## config.mk

```make
export PLATFORM = sky130hd
export DESIGN_NAME = priority_thread_scheduler_top
export DESIGN_NICKNAME = d
export VERILOG_FILES = /design/src/pts_pkg.sv /design/src/priority_thread_scheduler_top.sv /design/src/pts_ctrl.sv /design/src/pts_datapath.sv
export SDC_FILE = /design/constraint.sdc
export NUM_CORES = 1
export LEC_CHECK = 0
export ABC_AREA = 1
export BUFFER_PORTS_ARGS = -buffer_cell sky130_fd_sc_hd__buf_2
export CAP_MARGIN = 20
export CORE_MARGIN = 3
export CORE_UTILIZATION = 50
export CTS_CLUSTER_DIAMETER = 150
export DETAILED_ROUTE_END_ITERATION = 8
export PLACE_DENSITY = 0.7
export SLEW_MARGIN = 10
export SYNTH_ARGS = -nofsm -noshare
export SYNTH_HDL_FRONTEND = slang
export SYNTH_SLANG_ARGS = --single-unit
```

## constraint.sdc

```tcl
create_clock -name clk -period 3.2 [get_ports clk]
set_input_delay 0.64 -clock clk [delete_from_list [all_inputs] [get_ports clk]]
set_output_delay 0.64 -clock clk [all_outputs]
set_load 0.02 [all_outputs]
```

## src/pts_pkg.sv

```systemverilog
// shared types and constants of the priority thread scheduler
package pts_pkg;

  localparam int READY_DEPTH = 16;
  localparam int ID_BITS     = 6;
  localparam int PRIO_BITS   = 8;
  localparam int SLOT_BITS   = $clog2(READY_DEPTH);
  localparam int COUNT_BITS  = $clog2(READY_DEPTH + 1);
  localparam int SWITCH_BITS = 32;
  localparam int CFG_IDX_BITS  = 1;
  localparam int CFG_DATA_BITS = (ID_BITS > PRIO_BITS) ? ID_BITS : PRIO_BITS;

  localparam logic [CFG_IDX_BITS-1:0] CFG_IDLE_THREAD   = 1'd0;
  localparam logic [CFG_IDX_BITS-1:0] CFG_IDLE_PRIORITY = 1'd1;

  typedef enum logic [1:0] {
    OP_READY    = 2'd0,
    OP_SCHEDULE = 2'd1,
    OP_YIELD    = 2'd2,
    OP_NONE     = 2'd3
  } pts_op_t;

  typedef enum logic [1:0] {
    NS_READY    = 2'd0,
    NS_BLOCKED  = 2'd1,
    NS_ZOMBIE   = 2'd2,
    NS_RESERVED = 2'd3
  } pts_nstate_t;

  typedef enum logic [2:0] {
    ST_IDLE,
    ST_READY,
    ST_REQUEUE,
    ST_SCAN,
    ST_PICK,
    ST_DONE
  } pts_state_t;

  typedef struct packed {
    pts_op_t               op;
    logic [ID_BITS-1:0]    thread_id;
    logic [PRIO_BITS-1:0]  priority_req;
    pts_nstate_t           thread_state;
  } pts_req_t;

  typedef struct packed {
    logic [ID_BITS-1:0]     running_thread;
    logic [PRIO_BITS-1:0]   running_priority;
    logic                   switched;
    logic                   reclaim_valid;
    logic [ID_BITS-1:0]     reclaim_thread;
    logic [SWITCH_BITS-1:0] switch_count;
    logic [COUNT_BITS-1:0]  ready_count;
    logic                   status;
  } pts_res_t;

  typedef struct packed {
    logic latch;
    logic do_ready;
    logic do_requeue;
    logic scan_init;
    logic scan_step;
    logic do_pick;
  } pts_cmd_t;

  typedef struct packed {
    logic scan_done;
  } pts_stat_t;

endpackage

```

## src/priority_thread_scheduler_top.sv

```systemverilog
// top level of the preemptive priority thread scheduler
//
// one request at a time: start is taken when busy is low, and one result
// appears on res for a single cycle with done high; the receiver cannot stall,
// so it must take res whenever done is high. a ready request passes through
// the ready and done states, a request with op code three goes straight to
// done, schedule passes the requeue, scan, pick and done states and yield the
// scan, pick and done states; the scan walks the ready-table entries present
// at scan time (at most 16) one slot per cycle to find the oldest entry of
// highest priority (for yield, only above the running priority). busy stays
// high through the done cycle.
// the idle thread id and priority are written on the cfg port; the user must
// do so only while idle (unenforced); writes never change the running thread.
module priority_thread_scheduler_top
  import pts_pkg::*;
(
  input  logic                     clk,
  input  logic                     rst,
  // request channel
  input  logic                     start,
  input  pts_req_t                 req,
  output logic                     busy,
  // result channel
  output logic                     done,
  output pts_res_t                 res,
  // configuration write port
  input  logic                     cfg_we,
  input  logic [CFG_IDX_BITS-1:0]  cfg_index,
  input  logic [CFG_DATA_BITS-1:0] cfg_data
);

  pts_cmd_t  cmd;
  pts_stat_t stat;

  // sequencing of the request: capture, table update, scan, pick, report
  pts_ctrl u_ctrl (
    .clk   (clk),
    .rst   (rst),
    .start (start),
    .op    (req.op),
    .stat  (stat),
    .busy  (busy),
    .done  (done),
    .cmd   (cmd)
  );

  // running thread, ready table, scan and counters
  pts_datapath u_datapath (
    .clk       (clk),
    .rst       (rst),
    .req       (req),
    .cmd       (cmd),
    .cfg_we    (cfg_we),
    .cfg_index (cfg_index),
    .cfg_data  (cfg_data),
    .stat      (stat),
    .res       (res)
  );

endmodule

```

## src/pts_ctrl.sv

```systemverilog
// controller state machine of the priority thread scheduler
module pts_ctrl
  import pts_pkg::*;
(
  input  logic      clk,
  input  logic      rst,
  input  logic      start,
  input  pts_op_t   op,
  input  pts_stat_t stat,
  output logic      busy,
  output logic      done,
  output pts_cmd_t  cmd
);

  pts_state_t state, state_next;

  always_ff @(posedge clk) begin
    if (rst) begin
      state <= ST_IDLE;
    end else begin
      state <= state_next;
    end
  end

  always_comb begin
    state_next = state;
    case (state)
      ST_IDLE: begin
        if (start) begin
          case (op)
            OP_READY:    state_next = ST_READY;
            OP_SCHEDULE: state_next = ST_REQUEUE;
            OP_YIELD:    state_next = ST_SCAN;
            default:     state_next = ST_DONE;
          endcase
        end
      end
      ST_READY:   state_next = ST_DONE;
      ST_REQUEUE: state_next = ST_SCAN;
      ST_SCAN: begin
        if (stat.scan_done) begin
          state_next = ST_PICK;
        end
      end
      ST_PICK:    state_next = ST_DONE;
      ST_DONE:    state_next = ST_IDLE;
      default:    state_next = ST_IDLE;
    endcase
  end

  always_comb begin
    cmd  = '0;
    busy = 1'b1;
    done = 1'b0;
    case (state)
      ST_IDLE: begin
        busy          = 1'b0;
        cmd.latch     = start;
        cmd.scan_init = start && (op == OP_YIELD);
      end
      ST_READY:   cmd.do_ready = 1'b1;
      ST_REQUEUE: begin
        cmd.do_requeue = 1'b1;
        cmd.scan_init  = 1'b1;
      end
      ST_SCAN:    cmd.scan_step = !stat.scan_done;
      ST_PICK:    cmd.do_pick = 1'b1;
      ST_DONE:    done = 1'b1;
      default:    busy = 1'b1;
    endcase
  end

endmodule

```

## src/pts_datapath.sv

```systemverilog
// ready table, running thread registers and scan datapath
module pts_datapath
  import pts_pkg::*;
(
  input  logic                     clk,
  input  logic                     rst,
  input  pts_req_t                 req,
  input  pts_cmd_t                 cmd,
  input  logic                     cfg_we,
  input  logic [CFG_IDX_BITS-1:0]  cfg_index,
  input  logic [CFG_DATA_BITS-1:0] cfg_data,
  output pts_stat_t                stat,
  output pts_res_t                 res
);

  // configuration
  logic [ID_BITS-1:0]   idle_thread;
  logic [PRIO_BITS-1:0] idle_priority;

  // captured request
  pts_req_t req_q;

  // running thread and counters
  logic [ID_BITS-1:0]     run_id;
  logic [PRIO_BITS-1:0]   run_prio;
  logic [SWITCH_BITS-1:0] switches;
  logic [COUNT_BITS-1:0]  fill;
  logic                   switched;
  logic                   reclaim_valid;
  logic [ID_BITS-1:0]     reclaim_thread;
  logic                   status;

  // ready table, kept packed in append order
  logic [ID_BITS-1:0]   slot_id   [READY_DEPTH];
  logic [PRIO_BITS-1:0] slot_prio [READY_DEPTH];
  logic [ID_BITS-1:0]   shift_id  [READY_DEPTH];
  logic [PRIO_BITS-1:0] shift_prio[READY_DEPTH];

  // scan state
  logic [COUNT_BITS-1:0] scan_idx;
  logic                  best_valid;
  logic [SLOT_BITS-1:0]  best_idx;
  logic [ID_BITS-1:0]    best_id;
  logic [PRIO_BITS-1:0]  best_prio;
  logic                  scan_any;

  // table update controls
  logic                  remove_en;
  logic                  append_en;
  logic                  append_ok;
  logic [ID_BITS-1:0]    append_id;
  logic [PRIO_BITS-1:0]  append_prio;
  logic [COUNT_BITS-1:0] fill_rm;
  logic [COUNT_BITS-1:0] fill_next;

  logic                  is_idle;
  logic                  preempt;
  logic [ID_BITS-1:0]    scan_id;
  logic [PRIO_BITS-1:0]  scan_prio;
  logic                  scan_take;
  logic [ID_BITS-1:0]    pick_id;
  logic [PRIO_BITS-1:0]  pick_prio;
  logic                  pick_switch;

  assign is_idle = (run_id == idle_thread);
  assign preempt = (run_prio < req_q.priority_req);

  assign scan_id   = slot_id[scan_idx[SLOT_BITS-1:0]];
  assign scan_prio = slot_prio[scan_idx[SLOT_BITS-1:0]];
  assign scan_take = (scan_any && !best_valid) || (scan_prio > best_prio);
  assign stat.scan_done = (scan_idx == fill);

  // schedule falls back to the idle thread when nothing is ready
  assign pick_id     = best_valid ? best_id : idle_thread;
  assign pick_prio   = best_valid ? best_prio : idle_priority;
  assign pick_switch = (pick_id != run_id);

  always_comb begin
    remove_en   = 1'b0;
    append_en   = 1'b0;
    append_id   = run_id;
    append_prio = run_prio;
    if (cmd.do_ready) begin
      append_en = preempt ? !is_idle : 1'b1;
      if (!preempt) begin
        append_id   = req_q.thread_id;
        append_prio = req_q.priority_req;
      end
    end else if (cmd.do_requeue) begin
      append_en = (req_q.thread_state == NS_READY) && !is_idle;
    end else if (cmd.do_pick) begin
      remove_en = best_valid;
      append_en = (req_q.op == OP_YIELD) && best_valid && !is_idle;
    end
  end

  // removal happens before the append, so a yield never overflows
  assign fill_rm   = fill - COUNT_BITS'(remove_en);
  assign append_ok = append_en && (fill_rm != COUNT_BITS'(READY_DEPTH));
  assign fill_next = fill_rm + COUNT_BITS'(append_ok);

  always_comb begin
    for (int i = 0; i < READY_DEPTH - 1; i++) begin
      shift_id[i]   = slot_id[i + 1];
      shift_prio[i] = slot_prio[i + 1];
    end
    shift_id[READY_DEPTH-1]   = slot_id[READY_DEPTH-1];
    shift_prio[READY_DEPTH-1] = slot_prio[READY_DEPTH-1];
  end

  always_ff @(posedge clk) begin
    for (int i = 0; i < READY_DEPTH; i++) begin
      if (append_ok && (COUNT_BITS'(i) == fill_rm)) begin
        slot_id[i]   <= append_id;
        slot_prio[i] <= append_prio;
      end else if (remove_en && (SLOT_BITS'(i) >= best_idx)) begin
        slot_id[i]   <= shift_id[i];
        slot_prio[i] <= shift_prio[i];
      end
    end
  end

  always_ff @(posedge clk) begin
    if (cmd.latch) begin
      req_q <= req;
    end
  end

  // scan over the table, one slot a cycle
  always_ff @(posedge clk) begin
    if (rst) begin
      scan_idx   <= '0;
      best_valid <= 1'b0;
    end else if (cmd.scan_init) begin
      scan_idx   <= '0;
      best_valid <= 1'b0;
    end else if (cmd.scan_step) begin
      scan_idx <= scan_idx + COUNT_BITS'(1);
      if (scan_take) begin
        best_valid <= 1'b1;
      end
    end
  end

  always_ff @(posedge clk) begin
    if (cmd.scan_init) begin
      best_prio <= run_prio;
      scan_any  <= !(cmd.latch && (req.op == OP_YIELD));
    end else if (cmd.scan_step && scan_take) begin
      best_prio <= scan_prio;
      best_id   <= scan_id;
      best_idx  <= scan_idx[SLOT_BITS-1:0];
    end
  end

  always_ff @(posedge clk) begin
    if (rst) begin
      idle_thread   <= '0;
      idle_priority <= '0;
    end else if (cfg_we) begin
      case (cfg_index)
        CFG_IDLE_THREAD:   idle_thread   <= cfg_data[ID_BITS-1:0];
        CFG_IDLE_PRIORITY: idle_priority <= cfg_data[PRIO_BITS-1:0];
        default: ;
      endcase
    end
  end

  always_ff @(posedge clk) begin
    if (rst) begin
      run_id         <= '0;
      run_prio       <= '0;
      switches       <= '0;
      fill           <= '0;
      switched       <= 1'b0;
      reclaim_valid  <= 1'b0;
      reclaim_thread <= '0;
      status         <= 1'b0;
    end else begin
      fill <= fill_next;
      if (cmd.latch) begin
        switched       <= 1'b0;
        reclaim_valid  <= 1'b0;
        reclaim_thread <= '0;
        status         <= 1'b0;
      end
      if (append_en && !append_ok) begin
        status <= 1'b1;
      end
      if (cmd.do_ready && preempt) begin
        run_id   <= req_q.thread_id;
        run_prio <= req_q.priority_req;
        switches <= switches + SWITCH_BITS'(1);
        switched <= (req_q.thread_id != run_id);
      end
      if (cmd.do_pick) begin
        if (req_q.op == OP_SCHEDULE) begin
          run_id   <= pick_id;
          run_prio <= pick_prio;
          switches <= switches + SWITCH_BITS'(1);
          switched <= pick_switch;
          if (pick_switch && (req_q.thread_state == NS_ZOMBIE)) begin
            reclaim_valid  <= 1'b1;
            reclaim_thread <= run_id;
          end
        end else if (best_valid) begin
          run_id   <= best_id;
          run_prio <= best_prio;
          switches <= switches + SWITCH_BITS'(1);
          switched <= (best_id != run_id);
        end
      end
    end
  end

  assign res.running_thread   = run_id;
  assign res.running_priority = run_prio;
  assign res.switched         = switched;
  assign res.reclaim_valid    = reclaim_valid;
  assign res.reclaim_thread   = reclaim_thread;
  assign res.switch_count     = switches;
  assign res.ready_count      = fill;
  assign res.status           = status;

endmodule
```

==> results_dict.tcl, run 1 <==
set metrics [dict create \
    ant_nets 0 \
    syn_area_sq_mm 0.0191 \
    drive_gt1_frac 0.126 \
    rsz0062_at_grt "true" \
    syn_to_final_growth_pct 12.1 \
    num_rows 70 \
    hpwl_mm 42.7 \
    die_area_sq_mm 0.0405 \
    place_inst 2841 \
    routedWlPerCell_microns 20.2 \
    num-nets-final 2436 \
    postCtsSetupBuffers 0 \
    first_iter_violations 1801 \
    mostFrequentLayoutCells "651 x nand2_1, 293 x nand3_1, 282 x nor2_1" \
    multi_input_area_sq_mm 0.00829 \
    cp.buffers_inverters 2 \
    clock_latency_ns 0.55 \
    fin_area_sq_mm 0.0214 \
    ctsHoldBuffers 0 \
    drv_slew 0 \
    grt_pass1_wl_mm 89.9 \
    dpl_cell_area_sq_mm 0.0200 \
    grt_pass1_vias 15900 \
    max-cap-violations 0 \
    worstMarginPinSlew_ns 1.15 \
    gp_congestion 0.939 \
    drc 0 \
    die_h_microns 201 \
    slowest_delay_ns 0.38 \
    final_common_cell "nand2_1" \
    period_needed_ns 3.08 \
    synth_warnings 0 \
    gr-usage-all-layers 0.281 \
    core_sq_mm 0.0371 \
    clockBufferDepth 3 \
    crit_required_ns 3.43 \
    cts_tree "yes" \
    path_class "flop to flop" \
    crit_top_cell "o21ai_0" \
    path_cells "buf_4, o21ai_0, o211ai_1, nand3_1, nand2_1, ha_1, a21oi_1, o21ai_0, a21oi_1, o21ai_0, nand2_1, clkinvlp_4" \
    hold_path.startpoint "req[1]" \
    postSynthAreaPerCell_sq_um 8.26 \
    ys.flop_type "edfxtp_1" \
    whs_ns 0.271 \
    clkSinkCount 348 \
    port_buffers 92 \
    finalHoldViolations 0 \
    tns_ns 0 \
    htreeDepth 2 \
    die_w_microns 201 \
    finClkSkew_ns 0.0216 \
    syn-instance-count 2309 \
    seq_area_frac_synth 0.502 \
    outcome "complete, no violations" \
    min_to "u_datapath.req_q[1]" \
    hold_path_depth 1 \
    synth-edff-count 261 \
    fmax_ghz 0.325 \
    clk_pin_slew_worst_paths_ns 0.07 \
    cpMaxStageDelayCell "buf_4" \
    synth_nets 2364 \
    reg2reg_slack_ns 0.12 \
    wl_mm 58.8 \
    critPathCaptureType "flop" \
    crit_path_start_kind "flop" \
    synth-seq-cells 348 \
    peakVddDrop_mv 0.514 \
    root_buffer "clkbuf_16" \
    grt_antenna_before_repair 0 \
    final_core_util 0.576 \
    finalSetupViolCount 0 \
    num_vias 17000 \
    initial_utilization 0.514 \
    cp_max_fo 46 \
    viasPerCell 5.83 \
    grt_overflow 0 \
    io_pins 93 \
    fin_cells 2913 \
    yosysTopAreaCellShare 0.411 \
    firstDrtPassIters 6 \
    worstPathArrival_ns 3.30 \
    antenna_cells 0 \
    slew_headroom 0.232 \
    cp_top_family "compound AO/OA/AOI/OAI gates" \
    r2r-end "u_datapath.best_id[2]" \
    synthTopCellsByArea "edfxtp_1 41%, nand2_1 13%, dfxtp_1 9.1%, nand3_1 7.7%, nor2_1 5.6%" \
    fillCellCount 3343 \
    power_density_mw_per_mm2 637 \
    synth_top_area_cell "edfxtp_1" \
    p_leak_uw 0.00892 \
    regArea_sq_mm 0.00958 \
    rr_worst_depth 12 \
    grt_max_degree 65 \
    finalCritPeriodShare 0.962 \
    hold_path_class "input port to flop" \
    cts_buffers 40 \
    yosysUniqueCellTypes 48 \
    synth-async-reset-ratio 0 \
]
logic make-up (layout without fill, tap and decap cells):
logic type      count (synthesis)  in the layout  share of synthesized area
simple gates                 1310           1310                      0.301
compound gates                315            315                     0.0997
mux                            10             10                    0.00525
buf+inv                       282            382                     0.0662
flops                         348            348                      0.502
xor+xnor                       20             20                    0.00958
fa+ha+maj                      24             24                     0.0157
per-stage QoR:
stage,total power [uW],worst slack [ns]
6_report,13600,0.123
5_1_grt,14200,-0.0522
4_1_cts,13600,0.0949
3_5_place_dp,9070,0.147
3_3_place_gp,8970,0.236
2_1_floorplan,7950,0.102
worst register-to-register path, cell delays in order, from the launching register on:
cell and delay (ns):
dfxtp_1 0.36, buf_4 0.38, o21ai_0 0.16, o211ai_1 0.24, nand3_1 0.15, nand2_1 0.19, ha_1 0.28, a21oi_1 0.17
o21ai_0 0.11, a21oi_1 0.14, o21ai_0 0.11, nand2_1 0.18, clkinvlp_4 0.29
cell type report:
class / count / area share
sequential: 348 / 0.448
multi-input combinational: 1679 / 0.388
clock buffer: 46 / 0.0493
timing repair buffer: 161 / 0.0479
tap: 504 / 0.0295
inverter: 151 / 0.0270
clock inverter: 24 / 0.0104
report_power, final:
group          internal [uW]  leakage [uW]  switching, uW  total, uW
Clock                   2680      0.000629           1870       4550
Combinational           1030       0.00517           2390       3420
Sequential              5440       0.00311            205       5650
flip-flops by register name, summed over array words and instances, names as in the netlist, named ones only:
| register | count |
|---|---|
| u_datapath.scan_any | 1 |
| u_datapath.reclaim_valid | 1 |
| u_datapath.switches | 32 |
| u_datapath.status | 1 |
| u_datapath.best_prio | 8 |
| u_ctrl.state | 3 |
| u_datapath.reclaim_thread | 6 |
| u_datapath.scan_idx | 5 |
| u_datapath.slot_prio | 128 |
| u_datapath.best_valid | 1 |
| u_datapath.run_id | 6 |
| u_datapath.idle_thread | 6 |
| u_datapath.req_q | 18 |
| u_datapath.best_idx | 4 |
| u_datapath.switched | 1 |
| u_datapath.slot_id | 96 |
| u_datapath.run_prio | 8 |
| u_datapath.best_id | 6 |
| u_datapath.fill | 5 |
| u_datapath.idle_priority | 8 |
cells in the mapped netlist (all sizes together) (4+ instances only):
master and instances:
a21oi 69, xor2 10, nand3 309, o22ai 4, nand4 15, buf 71
nand2 673, o211ai 54, clkbuf 60, inv 149, nor2 294, xnor2 10
o21bai 5, ha 24, nor4 5, nor3 9, o21ai 155, o32ai 14
dfxtp 87, edfxtp 261, o221ai 10, mux2i 10
worst max-delay path by stage:
stage	startpoint	cells after the start	slack, ns	to
global placement	flop	13	0.24	u_datapath.best_id[1]
global route	flop	12	-0.05	u_datapath.best_id[2]
finish	flop	12	0.12	u_datapath.best_id[2]
detailed placement	u_ctrl.state[0]	14	0.15	u_datapath.slot_prio[11][1]
floorplan	u_datapath.best_valid	13	0.10	u_datapath.slot_id[1][0]
CTS	u_ctrl.state[0]	13	0.09	u_datapath.slot_prio[14][1]
repair_timing:
action / in CTS / in global routing
endpoints found under the hold margin: 0 / 0
resized for setup: 0 / 13
setup endpoints to repair: 0 / 98
metal layers:
metal	wire length (microns)	part of all wire	global-route usage	up-vias
met5	0	0	0	-
met4	1740	0.030	0.0905	0
li1	-	-	-	7956
met3	4710	0.080	0.0333	126
met2	27700	0.47	0.461	813
met1	24700	0.42	0.391	8100
Note: power is estimated with default switching activity, not from simulation.
==> inputs of run 2 (changes only) <==
PLACE_DENSITY = 0.76   (was 0.7)
==> run 2 against run 1 <==
Net effect:
- maximum frequency increased by 0.96%
- clock-buffer cell count grew 1
- register-to-register slack gained 0.03 ns
- cell count about the same
- global-route usage decreased by 0.49 points
- first-iteration DRC count grew 7.3%
- via count down 0.25%
- clock power down 4.8%
- sequential share of layout area about the same
- sequential power is essentially flat
- highest routed layer unchanged
- clock skew up 0.0018 ns
==> results_dict.tcl, run 2 (same netlist as run 1, synthesis figures left out) <==
set metrics [dict create \
    grt_pass1_vias 15900 \
    critPathCaptureType "flop" \
    gp_congestion 0.958 \
    die_h_microns 201 \
    root_buffer "clkbuf_16" \
    timing.final.ws_setup_ns 0.152 \
    largest_reg_flops 128 \
    regArea_sq_mm 0.00958 \
    num_rows 70 \
    die_area_sq_mm 0.0405 \
    grt_overflow 0 \
    wl_mm 57.7 \
    num_vias 17000 \
    tns_ns 0 \
    peakVddDrop_mv 0.623 \
    clock_latency_ns 0.55 \
    grt_max_degree 65 \
    period_needed_ns 3.05 \
    finalHoldViolations 0 \
    routedWlPerCell_microns 19.8 \
    top_usage_layer "met2" \
    slowest_delay_ns 0.37 \
    power_frac_clock 0.324 \
    worstMarginPinSlew_ns 1.15 \
    power_uw 13400 \
    p_leak_uw 0.00893 \
    max-cap-violations 0 \
    drc 0 \
    use_met3 0.0435 \
    intPower_uw 8990 \
    die_w_microns 201 \
    combPwrFrac 0.252 \
    viasPerCell 5.82 \
    grt_pass1_wl_mm 89.2 \
    final_common_cell "nand2_1" \
    multi_input_area_sq_mm 0.00829 \
    firstDrtPassIters 6 \
    clk_pin_slew_worst_paths_ns 0.06 \
    pre_cts_ws_ns 0.155 \
    htreeDepth 2 \
    regMostFlops "u_datapath.slot_prio" \
    io_pins 93 \
    power_density_mw_per_mm2 625 \
    clkSinkCount 348 \
    p_sw_uw 4370 \
    port_buffers 92 \
    core_sq_mm 0.0371 \
    mostFrequentLayoutCells "649 x nand2_1, 293 x nand3_1, 279 x nor2_1" \
    hold_path_depth 1 \
    finalSetupViolCount 0 \
    finalCritPeriodShare 0.952 \
    syn_to_final_growth_pct 12.1 \
    crit_required_ns 3.42 \
    drv_slew 0 \
    num-nets-final 2440 \
    fmax_ghz 0.328 \
    cpMaxStageDelayCell "dfxtp_1" \
    outcome "complete, no violations" \
    reg.largest.list "u_datapath.slot_prio (128), u_datapath.slot_id (96), u_datapath.switches (32)" \
    antenna_cells 0 \
    first_iter_violations 1932 \
    gr-usage-all-layers 0.276 \
    use_met2 0.446 \
    hpwl_mm 42.1 \
    finClkSkew_ns 0.0234 \
    fillCellCount 3296 \
    drive_gt1_frac 0.128 \
    rsz0062_at_grt "true" \
    ant_nets 0 \
    hold_path_class "input port to flop" \
    met1_usage 0.381 \
    initial_utilization 0.514 \
    path_cells "nor2_4, nand2_4, nor2_8, ha_1, ha_1, nand3_1, nand2_1, nand2_1, inv_2, nand3_1, nor2_1, nand3_4, o21ai_1, buf_6" \
    whs_ns 0.275 \
    slew_headroom 0.234 \
    rr_worst_depth 14 \
    cp_max_fo 16 \
    clockBufferDepth 3 \
    cts_tree "yes" \
    worstPathArrival_ns 3.27 \
    path_class "flop to flop" \
    cts_buffers 38 \
    crit_path_start_kind "flop" \
    swShare 0.327 \
    grt_antenna_before_repair 0 \
    p_seq_frac 0.424 \
]
## run 2: power groups by stage
stage / combinational [uW] / sequential, uW / clock [uW]
global route: 3740 / 5690 / 4540
CTS: 3330 / 5660 / 4370
floorplan: 2200 / 5750 / 0
finish: 3370 / 5670 / 4330
global placement: 3190 / 5750 / 0
detailed placement: 3310 / 5750 / 0
## run 2: final timing paths
kind                            start                          to  slack (ns)
max                   u_ctrl.state[0]  u_datapath.slot_prio[1][3]        0.15
min                           req[11]        u_datapath.req_q[11]        0.27
max reg2reg           u_ctrl.state[0]  u_datapath.slot_prio[1][3]        0.15
min reg2reg  u_datapath.reclaim_valid    u_datapath.reclaim_valid        0.46
## run 2: repair_timing
action / CTS / global route
hold buffers: 0 / 0
setup buffers: 0 / 6
resized for setup: 0 / 16
setup endpoints to repair: 0 / 178
hold endpoints to repair: 0 / 0
## run 2: critical path, delay by kind of cell (launching register included)
family | cells | cell delay (ns)
adders and majority gates | 2 | 0.45
AOI/OAI and AO/OA | 1 | 0.19
DFF | 1 | 0.37
and+or+nand+nor | 9 | 1.36
buffers and inverters | 2 | 0.37
## run 2: routing by layer
metal / wire [microns] / part of all wire
met5: 0 / 0
met3: 5380 / 0.093
met2: 26800 / 0.46
met1: 23600 / 0.41
met4: 1890 / 0.033
## run 2: area by class of cell
cell class,instances,area share
sequential,348,0.448
multi-input combinational,1679,0.388
timing repair buffer,167,0.0519
clock buffer,47,0.0484
tap,504,0.0295
inverter,151,0.0269
clock inverter,19,0.00761
## run 2: stage by stage
step,area [sq um],util,cells
4_1_cts,21300,0.573,2909
5_1_grt,21400,0.576,2915
3_3_place_gp,20100,0.540,2842
2_1_floorplan,19100,-,2309
3_5_place_dp,20100,0.540,2843
6_report,21400,0.576,2915
==> inputs of run 3 (changes only) <==
--- a/config.mk
+++ b/config.mk
@@ -14,4 +14,5 @@
 export DETAILED_ROUTE_END_ITERATION = 8
 export PLACE_DENSITY = 0.76
+export SETUP_SLACK_MARGIN = 0.2
 export SLEW_MARGIN = 10
 export SYNTH_ARGS = -nofsm -noshare
==> constraint.sdc (replaced) <==
create_clock -name clk -period 3.2 [get_ports clk]
set_input_delay 0.64 -clock clk [delete_from_list [all_inputs] [get_ports clk]]
set_output_delay 0.64 -clock clk [all_outputs]
set_load 0.005 [all_outputs]
==> run 3 against run 2 <==
Net effect:
- register-to-register slack improved by 0.13 ns
- setup slack improved by 0.13 ns
- maximum frequency rose by 4.4%
- die area did not move
- non-clock buffer count rose by 15
- cell count rose by 0.72%
- first-iteration DRC count rose by 13%
- via count rose by 2.6%
==> results_dict.tcl, run 3 (same netlist as run 1, synthesis figures left out) <==
set metrics [dict create \
    outcome "complete, no violations" \
    io_pins 93 \
    syn_to_final_growth_pct 13.2 \
    cts_tree "yes" \
    p_leak_uw 0.00900 \
    power_density_mw_per_mm2 619 \
    gr-usage-all-layers 0.275 \
    firstDrtPassIters 6 \
    met1Wirelength_mm 22.8 \
    slowest_delay_ns 0.36 \
    gp_congestion 1.00 \
    cpMaxStageDelayCell "dfxtp_4" \
    final_common_cell "nand2_1" \
    grt_overflow 0 \
    worstMarginPinSlew_ns 1.13 \
    path_cells "buf_12, o21ai_0, o21ai_0, o211ai_1, nand2_1, ha_1, nand2_1, nor2_1, nand3_1, nor2_1, o21ai_1, nand2_2, clkinvlp_4" \
    crit_path_start_kind "flop" \
    die_area_sq_mm 0.0405 \
    mostFrequentLayoutCells "646 x nand2_1, 293 x nand3_1, 280 x nor2_1" \
    tns_ns 0 \
    clockBufferDepth 3 \
    finalSetupViolCount 0 \
    grt_max_degree 65 \
    critPathCaptureType "flop" \
    num-nets-final 2458 \
    fillCellCount 3253 \
    place_inst 2845 \
    met2WireLength_mm 27.4 \
    initial_utilization 0.514 \
    drv_slew 0 \
    port_buffers 92 \
    max-cap-violations 0 \
    htreeDepth 2 \
    period_needed_ns 2.92 \
    first_iter_violations 2178 \
    die_w_microns 201 \
    grt_antenna_before_repair 0 \
    worstPathArrival_ns 3.17 \
    rsz0062_at_grt "false" \
    antenna_cells 0 \
    finClkSkew_ns 0.0126 \
    slew_headroom 0.244 \
    route.met3.wl_mm 5.82 \
    core_sq_mm 0.0371 \
    drc 0 \
    grt_pass1_vias 16200 \
    num_vias 17400 \
    finalHoldViolations 0 \
    grt_pass1_wl_mm 89.4 \
    routedWlPerCell_microns 19.8 \
    crit_required_ns 3.45 \
    fmax_ghz 0.342 \
    top_layer "met4" \
    drive_gt1_frac 0.135 \
    final_core_util 0.581 \
    clkSinkCount 348 \
    peakVddDrop_mv 0.600 \
    reg.largest.list "u_datapath.slot_prio (128), u_datapath.slot_id (96), u_datapath.switches (32)" \
    die_h_microns 201 \
    cp_max_fo 64 \
    clk_pin_slew_worst_paths_ns 0.06 \
    ctsHoldBuffers 0 \
    viasPerCell 5.93 \
    root_buffer "clkbuf_16" \
    clock_latency_ns 0.54 \
    cts_buffers 40 \
    path_class "flop to flop" \
    num_rows 70 \
    hpwl_mm 41.8 \
    regMostFlops "u_datapath.slot_prio" \
    ant_nets 0 \
    wl_mm 58.3 \
    reg2reg_slack_ns 0.28 \
    largest_reg_flops 128 \
    fin_cells 2936 \
    finalCritPeriodShare 0.913 \
    hold_path_class "input port to flop" \
]
==> run 3: cell count changes in the layout (fill, tap and decap cells not counted), sizes merged <==
cell      delta
clkbuf      +14
inv          -1
bufinv       -2
clkinvlp     +2
buf         +15
clkinv       -7
==> run 3: layer usage <==
layer | up-vias | global-route usage
met5 | - | 0
met4 | 0 | 0.0984
met3 | 171 | 0.0427
met2 | 1029 | 0.456
met1 | 8204 | 0.368
li1 | 7994 | -
==> run 3: layout make-up <==
cell class	count	area [sq um]	share of cell area
inverters	151	581	0.0269
well taps	504	631	0.0292
multi-input cells	1679	8320	0.386
repair inverters	1	7.51	0.000348
flip-flops and latches	348	9590	0.444
clock inverters	10	76.3	0.00354
clock buffers	61	1150	0.0535
repair buffers	182	1230	0.0569
==> run 3: power by group <==
part	internal (uW)	switching, uW
Sequential	5440	215
Combinational	1060	2260
Clock	2560	1820
==> run 3: stage by stage <==
stage               hold slack, ns  instance area [sq um]  setup slack, ns  power, uW
global route                 0.266                  21600            0.144      13900
finish                       0.280                  21600            0.279      13400
CTS                          0.261                  21400            0.177      13300
detailed placement           0.456                  20100           0.0805       8930
global placement             0.450                  20100            0.274       8820
floorplan                    0.432                  19100            0.234       7860
==> run 3: path summary, 6_finish.rpt <==
kind                           start                       to  cells after the start
min reg2reg  u_datapath.switches[12]  u_datapath.switches[12]                      2
max                             flop   u_datapath.best_idx[0]                     13
min                           req[1]      u_datapath.req_q[1]                      1
max reg2reg                     flop   u_datapath.best_idx[0]                     13
==> run 3: timing repair <==
action / CTS / global route
gates cloned: 0 / 1
setup buffers: 4 / 15
gates resized for setup: 7 / 22
endpoints found under the setup margin: 100 / 392
pin swaps: 0 / 6
==> run 3: critical path: cells and delay by family (launching register included) <==
kind | cells | cell delay, ns
buffers and inverters | 2 | 0.41
and+or+nand+nor | 6 | 0.72
AOI/OAI and AO/OA | 4 | 0.79
adders and majority gates | 1 | 0.34
DFF | 1 | 0.36
